===== config.mk =====
export PLATFORM = sky130hd
export DESIGN_NAME = first_quadratic_gcd_hit_search_top
export DESIGN_NICKNAME = d
export VERILOG_FILES = /design/src/hdl/fqgh_pkg.sv /design/src/hdl/fqgh_isqrt.sv /design/src/hdl/fqgh_gcd.sv /design/src/hdl/first_quadratic_gcd_hit_search_top.sv
export SDC_FILE = /design/constraint.sdc
export NUM_CORES = 1
export LEC_CHECK = 0
export BUFFER_PORTS_ARGS = -buffer_cell sky130_fd_sc_hd__buf_2
export CAP_MARGIN = 20
export CELL_PAD_IN_SITES_DETAIL_PLACEMENT = 1
export CELL_PAD_IN_SITES_GLOBAL_PLACEMENT = 1
export CORE_ASPECT_RATIO = 0.9
export CORE_UTILIZATION = 53
export CTS_CLUSTER_DIAMETER = 120
export DETAILED_ROUTE_END_ITERATION = 10
export PLACE_DENSITY = 0.92
export SYNTH_ARGS = -nofsm -noshare
export SYNTH_HDL_FRONTEND = slang
export SYNTH_SLANG_ARGS = --single-unit

===== constraint.sdc =====
create_clock -name clk -period 11.4 [get_ports clk]
set_input_delay 1.14 -clock clk [delete_from_list [all_inputs] [get_ports clk]]
set_output_delay 1.14 -clock clk [all_outputs]
set_load 0.05 [all_outputs]

===== src/hdl/fqgh_pkg.sv =====
// ----------------------------------------------------------------------------
// fqgh_pkg
// Shared widths and types for the first quadratic gcd hit search block.
// ----------------------------------------------------------------------------
`default_nettype none

package fqgh_pkg;

	// Width of the modulus that the search works on
	localparam int MODULUS_BITS = 32;
	// Fixed widths of the stream fields
	localparam int IN_BITS      = 32;
	localparam int HIT_BITS     = 16;
	// Floor square root of the modulus fits in this many bits
	localparam int ROOT_BITS    = (MODULUS_BITS + 1) / 2;
	// Datapath width: holds 2t^2-1 for any t up to the root, and the modulus
	localparam int VAL_BITS     = 2 * ROOT_BITS + 1;

	typedef logic [MODULUS_BITS-1:0] mod_t;
	typedef logic [ROOT_BITS-1:0]    root_t;
	typedef logic [VAL_BITS-1:0]     val_t;

	// Status that the gcd unit hands back to the sequencer
	typedef struct packed {
		logic done;
		val_t g;
	} gcd_rsp_t;

endpackage

`default_nettype wire


===== src/hdl/fqgh_isqrt.sv =====
// ----------------------------------------------------------------------------
// fqgh_isqrt
// Bit-by-bit floor square root, one result bit per cycle.
// ----------------------------------------------------------------------------
`default_nettype none

module fqgh_isqrt
	import fqgh_pkg::*;
(
	input  wire logic  clk,
	input  wire logic  arst_n,
	input  wire logic  start,
	input  wire mod_t  n,
	output logic       done,
	output root_t      root
);

	val_t rem_q;
	val_t res_q;
	val_t bit_q;
	logic busy_q;

	val_t trial;
	logic take;

	// Trial subtraction for the current bit pair
	assign trial = res_q + bit_q;
	assign take  = (rem_q >= trial);
	assign root  = ROOT_BITS'(res_q);

	// Run the recurrence from the top bit pair down to bit zero
	always_ff @(posedge clk or negedge arst_n) begin
		if (!arst_n) begin
			busy_q <= 1'b0;
			done   <= 1'b0;
		end else begin
			done <= 1'b0;
			if (start) begin
				busy_q <= 1'b1;
			end else if (busy_q && bit_q[0]) begin
				busy_q <= 1'b0;
				done   <= 1'b1;
			end
		end
	end

	// Datapath: remainder, partial root and the moving bit
	always_ff @(posedge clk) begin
		if (start) begin
			rem_q <= VAL_BITS'(n);
			res_q <= '0;
			bit_q <= VAL_BITS'(1) << (2 * ROOT_BITS - 2);
		end else if (busy_q) begin
			if (take) begin
				rem_q <= rem_q - trial;
				res_q <= (res_q >> 1) + bit_q;
			end else begin
				res_q <= res_q >> 1;
			end
			bit_q <= bit_q >> 2;
		end
	end

endmodule

`default_nettype wire


===== src/hdl/fqgh_gcd.sv =====
// ----------------------------------------------------------------------------
// fqgh_gcd
// Shared binary gcd unit: one halve or one subtract per cycle.
// The second operand must be odd; the first must be nonzero.
// ----------------------------------------------------------------------------
`default_nettype none

module fqgh_gcd
	import fqgh_pkg::*;
(
	input  wire logic clk,
	input  wire logic arst_n,
	input  wire logic start,
	input  wire val_t a_in,
	input  wire val_t b_in,
	output gcd_rsp_t  rsp
);

	typedef enum logic {
		G_IDLE,
		G_RUN
	} gstate_t;

	gstate_t state_q;
	val_t    a_q;
	val_t    b_q;
	logic    done_q;

	assign rsp.done = done_q;
	assign rsp.g    = a_q;

	// Control: run until both operands meet
	always_ff @(posedge clk or negedge arst_n) begin
		if (!arst_n) begin
			state_q <= G_IDLE;
			done_q  <= 1'b0;
		end else begin
			done_q <= 1'b0;
			unique case (state_q)
				G_IDLE: begin
					if (start) begin
						state_q <= G_RUN;
					end
				end
				G_RUN: begin
					if (a_q == b_q) begin
						state_q <= G_IDLE;
						done_q  <= 1'b1;
					end
				end
				default: state_q <= G_IDLE;
			endcase
		end
	end

	// Datapath: the odd operand keeps the gcd unchanged under halving of the other
	always_ff @(posedge clk) begin
		if (start && state_q == G_IDLE) begin
			a_q <= a_in;
			b_q <= b_in;
		end else if (state_q == G_RUN) begin
			if (!a_q[0]) begin
				a_q <= a_q >> 1;
			end else if (!b_q[0]) begin
				b_q <= b_q >> 1;
			end else if (a_q > b_q) begin
				a_q <= a_q - b_q;
			end else if (b_q > a_q) begin
				b_q <= b_q - a_q;
			end
		end
	end

endmodule

`default_nettype wire


===== src/hdl/first_quadratic_gcd_hit_search_top.sv =====
// ----------------------------------------------------------------------------
// first_quadratic_gcd_hit_search_top
// Finds the smallest t below floor(sqrt(N)) with 1 < gcd(N, 2t^2-1) < N.
// ----------------------------------------------------------------------------
// Usage:
//   One modulus N enters as a beat on the s_ channel; one beat with the
//   hit position (0 when no t qualifies) leaves on the m_ channel.
//   s_tready is high only while the sequencer is idle; one modulus is in
//   work at a time. s_tready rises together with m_tvalid.
// Search steps:
//   An empty scan runs the square root and setup, one check and the
//   hand-off. Each candidate t tried adds its sequencing through ST_CHECK
//   and ST_GCD plus one binary gcd step per cycle in the shared gcd unit,
//   so the search is longest when no t qualifies.
// Output:
//   The result sits in an output register. While the receiver stalls, the
//   register holds and a next modulus may already be taken and searched;
//   its result waits in the sequencer until the register frees.
// Reset:
//   arst_n clears the sequencer and the output valid; the block comes up
//   ready with no result pending.
// ----------------------------------------------------------------------------
`default_nettype none

module first_quadratic_gcd_hit_search_top
	import fqgh_pkg::*;
(
	input  wire logic                clk,
	input  wire logic                arst_n,
	input  wire logic                s_tvalid,
	output logic                     s_tready,
	input  wire logic [IN_BITS-1:0]  s_tdata,   // [31:0] modulus
	output logic                     m_tvalid,
	input  wire logic                m_tready,
	output logic [HIT_BITS-1:0]      m_tdata    // [15:0] hit_position
);

	typedef enum logic [2:0] {
		ST_IDLE,
		ST_ROOT,
		ST_CHECK,
		ST_GCD,
		ST_DONE
	} state_t;

	state_t   state_q;
	mod_t     n_q;
	root_t    s_q;
	root_t    t_q;
	val_t     v_q;
	root_t    hit_q;
	logic     root_go_q;
	logic     gcd_go_q;

	logic     root_done;
	root_t    root_val;
	gcd_rsp_t gcd_rsp;
	logic     in_beat;
	logic     hit;
	logic     out_free;

	assign s_tready = (state_q == ST_IDLE);
	assign in_beat  = s_tvalid && s_tready;
	assign out_free = !m_tvalid || m_tready;
	// Nontrivial shared factor
	assign hit      = (gcd_rsp.g > VAL_BITS'(1)) && (gcd_rsp.g < VAL_BITS'(n_q));

	fqgh_isqrt u_isqrt (
		.clk    (clk),
		.arst_n (arst_n),
		.start  (root_go_q),
		.n      (n_q),
		.done   (root_done),
		.root   (root_val)
	);

	fqgh_gcd u_gcd (
		.clk    (clk),
		.arst_n (arst_n),
		.start  (gcd_go_q),
		.a_in   (VAL_BITS'(n_q)),
		.b_in   (v_q),
		.rsp    (gcd_rsp)
	);

	// Sequencer: root, then one gcd per candidate, then hand off the result
	always_ff @(posedge clk or negedge arst_n) begin
		if (!arst_n) begin
			state_q   <= ST_IDLE;
			root_go_q <= 1'b0;
			gcd_go_q  <= 1'b0;
			m_tvalid  <= 1'b0;
		end else begin
			root_go_q <= 1'b0;
			gcd_go_q  <= 1'b0;
			if (m_tvalid && m_tready) begin
				m_tvalid <= 1'b0;
			end
			unique case (state_q)
				ST_IDLE: begin
					if (in_beat) begin
						root_go_q <= 1'b1;
						state_q   <= ST_ROOT;
					end
				end
				ST_ROOT: begin
					if (root_done) begin
						state_q <= ST_CHECK;
					end
				end
				ST_CHECK: begin
					if (t_q < s_q) begin
						gcd_go_q <= 1'b1;
						state_q  <= ST_GCD;
					end else begin
						state_q <= ST_DONE;
					end
				end
				ST_GCD: begin
					if (gcd_rsp.done) begin
						state_q <= hit ? ST_DONE : ST_CHECK;
					end
				end
				ST_DONE: begin
					if (out_free) begin
						m_tvalid <= 1'b1;
						state_q  <= ST_IDLE;
					end
				end
				default: state_q <= ST_IDLE;
			endcase
		end
	end

	// Payload: modulus, root, candidate and its value 2t^2-1
	always_ff @(posedge clk) begin
		if (in_beat) begin
			n_q   <= MODULUS_BITS'(s_tdata);
			t_q   <= ROOT_BITS'(1);
			v_q   <= VAL_BITS'(1);
			hit_q <= '0;
		end
		if (state_q == ST_ROOT && root_done) begin
			s_q <= root_val;
		end
		if (state_q == ST_GCD && gcd_rsp.done) begin
			if (hit) begin
				hit_q <= t_q;
			end else begin
				// Advance: 2(t+1)^2-1 = v + 4t + 2
				t_q <= t_q + ROOT_BITS'(1);
				v_q <= v_q + (VAL_BITS'(t_q) << 2) + VAL_BITS'(2);
			end
		end
		if (state_q == ST_DONE && out_free) begin
			m_tdata <= HIT_BITS'(hit_q);
		end
	end

endmodule

`default_nettype wire


### Yosys cells after proc, flatten, opt, wreduce, memory -nomap -nowiden

Index checks and enable logic that the tools add are counted.

| cells by class | value |
|---|---|
| magnitude comparators | 6 |
| mux-type cells | 47 |
| $add $sub $neg | 8 |
| reduce and logical (&&, ||, !) cells | 23 |
| bitwise gates (word level) | 1 |
| eq/ne operators | 15 |

Operators by type and width:

| kind | count |
|---|---|
| $mux W33 | 13 |
| $mux W32 | 5 |
| $sub A33 B33 Y33 | 3 |
| $mux W16 | 6 |
| $gt A33 B33 Y1 | 2 |
| $add A32 B31 Y33 | 1 |
| $add A33 B18 Y33 | 1 |
| $add A33 B2 Y33 const B | 1 |
| $add A33 B31 Y33 | 1 |
| $eq A33 B33 Y1 | 1 |
| $ge A33 B33 Y1 | 1 |
| $gt A33 B1 Y1 const B | 1 |
| $lt A33 B32 Y1 | 1 |
| $mux W3 | 6 |
| $add A16 B1 Y16 const B | 1 |
| $lt A16 B16 Y1 | 1 |
| $mux W1 | 15 |
| $pmux W3 S5 | 1 |
| $ne A3 B3 Y1 const B | 4 |
| $reduce_bool A2 Y1 | 5 |
| $logic_and A1 B1 Y1 | 8 |
| $reduce_and A4 Y1 | 2 |
| $eq A3 B2 Y1 const B | 2 |
| $ne A2 B1 Y1 const B | 3 |
| 10 further kinds | 15 |

| storage, ports and cells | value |
|---|---|
| bits of input ports | 36 |
| output and inout bits | 18 |
| flip-flop bits (word level) | 287 |

### Depth between registers and ports, before layout

| depth | value |
|---|---|
| depth after elaboration | 7 |
| depth in mapped cells | 22 |
| mapped depth without buffers | 21 |

### Modules after synthesis

Synthesis repeated with hierarchy kept, for this count alone.

| unflattened totals | value |
|---|---|
| cells, all modules | 2516 |
| area total of the unflattened synthesis | 21599.5 µm² |

Modules (own cells, without submodules):

| module | sequential area each (µm²) | instances | cells each | area each (µm²) |
|---|---|---|---|---|
| fqgh_isqrt | 2011.9 | 1 | 932 | 7521.0 |
| fqgh_gcd | 2031.9 | 1 | 934 | 7383.3 |
| first_quadratic_gcd_hit_search_top | 3383.2 | 1 | 650 | 6695.2 |

### Worst setup path before layout

Ideal clock, no wire load.

| timing | value |
|---|---|
| path type | register to register |
| start point | register u_isqrt.res_q[2] |
| end point | register u_isqrt.rem_q[0], enable pin |
| path buffers | 0 |
| path slack | 6.138 ns |
| data arrival time | 4.868 ns |
| period minus slack after synthesis | 5.262 ns |
| required time | 11.006 ns |
| library setup time | 0.394 ns |
| cell stages (with the launch flop) | 16 |
| path through | dfxtp_1 > ha_1 > a31oi_1 > o21bai_1 > a31oi_1 > o21ai_0 > a31o_2 > a31oi_1 > xor2_1 > ha_1 > nand4_1 > or4_1 > or4_1 > a311oi_2 > o21ai_0 > nand2b_1 |

| between the ends | value |
|---|---|
| word-level cells in the longest chain between the ends | 4 |

Ends and longest elaborated chain:

| item | RTL line | text |
|---|---|---|
| start, declared | fqgh_isqrt.sv:19 | `val_t res_q;` |
| start signal, assigned | fqgh_isqrt.sv:56 | `res_q <= (res_q >> 1) + bit_q;` |
| start signal, assigned | fqgh_isqrt.sv:58 | `res_q <= res_q >> 1;` |
| $add A33 B31 Y33 | fqgh_isqrt.sv:27 | `assign trial = res_q + bit_q;` |
| $ge A33 B33 Y1 | fqgh_isqrt.sv:28 | `assign take = (rem_q >= trial);` |
| $reduce_bool A2 Y1 (no source line) | - |  |
| $reduce_and A2 Y1 (no source line) | - |  |
| end signal, assigned | fqgh_isqrt.sv:50 | `rem_q <= VAL_BITS'(n);` |
| end signal, assigned | fqgh_isqrt.sv:55 | `rem_q <= rem_q - trial;` |
| end, declared | fqgh_isqrt.sv:18 | `val_t rem_q;` |

Every way passes these cells.
A chain may end at the register's enable or synchronous reset.

### Worst setup path after layout

| timing | value |
|---|---|
| start point | register u_isqrt.bit_q[0] |
| end point | register u_isqrt.res_q[19] |

| between the ends | value |
|---|---|
| word-level cells in the longest chain between the ends | 3 |
| elaborated cells on any way between the ends | 4 |

Ends and longest elaborated chain:

| item | RTL line | text |
|---|---|---|
| start, declared | fqgh_isqrt.sv:20 | `val_t bit_q;` |
| start signal, assigned | fqgh_isqrt.sv:52 | `bit_q <= VAL_BITS'(1) << (2 * ROOT_BITS - 2);` |
| start signal, assigned | fqgh_isqrt.sv:60 | `bit_q <= bit_q >> 2;` |
| $add A33 B31 Y33 | fqgh_isqrt.sv:27 |  |
| $ge A33 B33 Y1 | fqgh_isqrt.sv:28 |  |
| $mux W33 * | fqgh_isqrt.sv:54 | `if (take) begin` |

Mark *: on every way between the ends. The rest lies on a longest branch, timed or not.

==> metrics.txt <==
status=complete, no violations; Hold Vio Cnt, Final=0; Routed WL=slightly above 70 mm; post-synthesis register bit count=287; worst-path maximum fanout=24; Combinational Power Share=less than 1%; Post-synth top flop=edfxtp_1; DRC violations left=0; final cell area excluding filler cells=between 20000 and 25000 sq um; Synth async-reset ratio=under 10%; die width=around 210 microns; Die ar.=approximately 40000 sq um; Slew HR=20.12%; CP arrival=around 7.5 ns; RD Place Congestion=between 0.9 and 1; Num CTS Buffers=34; Peak VDD IR=just over 100 uV; power per cell area=between 100 and 150 nW/um^2; reg2reg setup slack=roughly 4.3 ns; top post-synthesis cells by area=edfxtp_1 (24%), ha_1 (12%), dfxtp_1 (11%); final worst slack=4.286 ns; fin crit period=7.114 ns; Worst-Skew Late Latency=0.54 ns; maxcap violations=0; vias in the first global route=between 20000 and 25000; Critical R2R Capture=u_isqrt.res_q[19]; Mapped Cells=between 2000 and 2500; post-synth top area share=23.62%; Vias/cell=about 6.7; core area=around 38000 sq um; worst slew pin tran=1.198 ns; Rows=68; Area growth syn-to-layout=8.920%; die height=189.0 microns; kind of critical path=flop to flop; global-route wire length before repair=around 110 mm; total iterations of the first detailed-routing run=5; most frequent cells in the layout=nand2_1 (200), ha_1 (196), o21ai_0 (187); commonest non-fill, non-tap cell in the layout=nand2_1; Setup Buffers After CTS=0; clk buf depth=3; RSZ-0062 raised after global routing=false; Reg clk slew, reported paths=~0.06 ns; R2R cell count=19; I/O Buffers=53; P_sw=469.5 uW; Hold Path Stages=0; Initial Util=between 50% and 60%; hold_sp=hit_q[11]; count of final setup violators=0; sequential-to-total area share from yosys stat=between 30 and 40%; Int Pwr=roughly 1800 uW; Hold Buf Count CTS=0; grt met3 use=between 5 and 6%; Ports=54; area leader, netlist=edfxtp_1; Final Power=2277 uW; WL/cell=around 25 microns; Synth Net Count=around 2600; Seq pwr share=47.6%; CP endpoint kind=flop; gr usage total=a little over a third; fmax=140.6 MHz; Clock H-tree levels=2; Yosys warnings=0; fin crit share=~62%; hpwl dp=approximately 51 mm; Leakage=slightly below 0.01 uW; initial antenna violation count=1; Post-synth EDFFs=around 160; Root Buffer Master=clkbuf_16; WP data required=around 12 ns; Global Route met2 Usage=about three fifths; synthesized area per cell=slightly below 9 sq um; Worst Hold End=m_tdata[11]; Worst Hold Class=flop to flop; Filler cells=roughly 4400; PostCTS Resize Cnt=0; Final Max Slew Viols=0; Sink Count=roughly 290; pin count of the biggest net entering global routing=~80; DR iter-0 viols=between 1500 and 2000; mapped cell area=between 20000 and 25000 sq um; Cell Area, Placed=approximately 21000 sq um; Switching Fraction=between 20% and 30%; Clock power frac=a little over half; setup TNS=0 ns; M1 GR Usage=between 40 and 50%; grt ovf=0; Cell variety after synth=between 70 and 80; Final Core Density=around 59%; RR Startpoint=u_isqrt.bit_q[0]; layout cells sized above 1=6.754%; Final nets=roughly 2600; pre-CTS setup slack=4.630 ns; Critical Path Source Type=flop; Most Crowded Layer GR=met2; vias post-DR=around 19000; Layout Skew=around 0.024 ns; ANT nets after route=0; CTS tree=built
per-layer routing:
| metal | wire [microns] | up-vias |
|---|---|---|
| li1 | - | 8613 |
| met1 | 29100 | 9495 |
| met2 | 33580 | 772 |
| met3 | 4857 | 222 |
| met4 | 2954 | 0 |
| met5 | 0 | - |
final cells by class:
cell class                      instances  area (sq um)  share of cell area, %
Antenna cell                            1         2.502                0.01116
Clock buffer                           43         937.1                  4.178
Clock inverter                         18         241.5                  1.077
Inverter                              180         675.6                  3.012
Multi-Input combinational cell       1767         12100                  53.96
Sequential cell                       287          7422                  33.09
Tap cell                              490         613.1                  2.733
Timing Repair Buffer                   74         435.4                  1.941
critical path, cell delays in order (launching register included):
cell and delay [ns]:
dfxtp_1 0.40, ha_1 0.21, ha_1 0.20, a21oi_1 0.10
o21bai_1 0.22, a31oi_1 0.23, o21ai_0 0.63, a21boi_0 0.31
o31ai_1 0.53, a31oi_1 0.16, nor2b_1 0.15, xnor2_1 0.13
ha_1 0.30, a21oi_1 0.30, o21ai_0 0.15, a311oi_1 0.85
inv_1 0.54, nor2_2 0.96, o21ai_0 0.27, a311oi_1 0.35
metrics by stage:
| stage | instances | hold slack, ns |
|---|---|---|
| global placement | 2796 | 0.4142 |
| CTS | 2857 | 0.4333 |
| finish | 2860 | 0.4355 |
| floorplan | 2346 | 0.4081 |
| detailed placement | 2796 | 0.4201 |
| global route | 2859 | 0.4552 |
registers in the layout (all words and copies together), names as in the netlist, 32 cells and up:
name / cells
u_gcd.a_q: 33
u_gcd.b_q: 33
u_isqrt.rem_q: 33
u_isqrt.res_q: 33
v_q: 33
n_q: 32
power groups by stage:
stage               logic, uW  registers [uW]  clock network, uW
floorplan               0.109            1110                  0
global placement         8.77            1110                  0
detailed placement       9.00            1110                  0
CTS                      9.13            1080               1190
global route             9.82            1080               1230
finish                   9.22            1080               1180
Yosys cell counts (14+ instances only):
cell        n
nand2_1   201
dfxtp_1   115
nand3_1    63
nand2b_1   14
a21oi_1   179
xnor2_1    76
nor2b_1    26
a221oi_1   18
a21o_1     90
nor3_1     66
o21bai_1   24
a311oi_1   20
o31ai_1    23
ha_1      196
edfxtp_1  162
nand4_1    32
nor4_1     17
clkbuf_1   92
a221o_1    31
mux2i_1    38
inv_1     178
o21ai_0   187
a211oi_1   27
nor2_1    149
xor2_1     59
a31oi_1    44
o211ai_1   20
worst max path at each step:
| stage | to | cells past startpoint | startpoint | slack, ns |
|---|---|---|---|---|
| floorplan | u_isqrt.rem_q[0] | 15 | u_isqrt.res_q[2] | 6.14 |
| global placement | u_isqrt.res_q[5] | 20 | u_isqrt.res_q[2] | 5.18 |
| detailed placement | u_isqrt.res_q[19] | 19 | u_isqrt.bit_q[0] | 4.63 |
| CTS | u_isqrt.res_q[19] | 19 | u_isqrt.bit_q[0] | 4.52 |
| global route | u_isqrt.res_q[19] | 19 | u_isqrt.bit_q[0] | 3.83 |
| finish | u_isqrt.res_q[19] | 19 | u_isqrt.bit_q[0] | 4.29 |
cells by family after synthesis:
kind of cell	synth area share, %
AOI/OAI and AO/OA	23.79
and+or+nand+nor	14.63
buffers and inverters	5.396
DFF	36.02
adders and majority gates	12.30
xor gates and xnor gates	5.742
muxes	2.121
No activity file was read; power rests on OpenSTA's default activity.
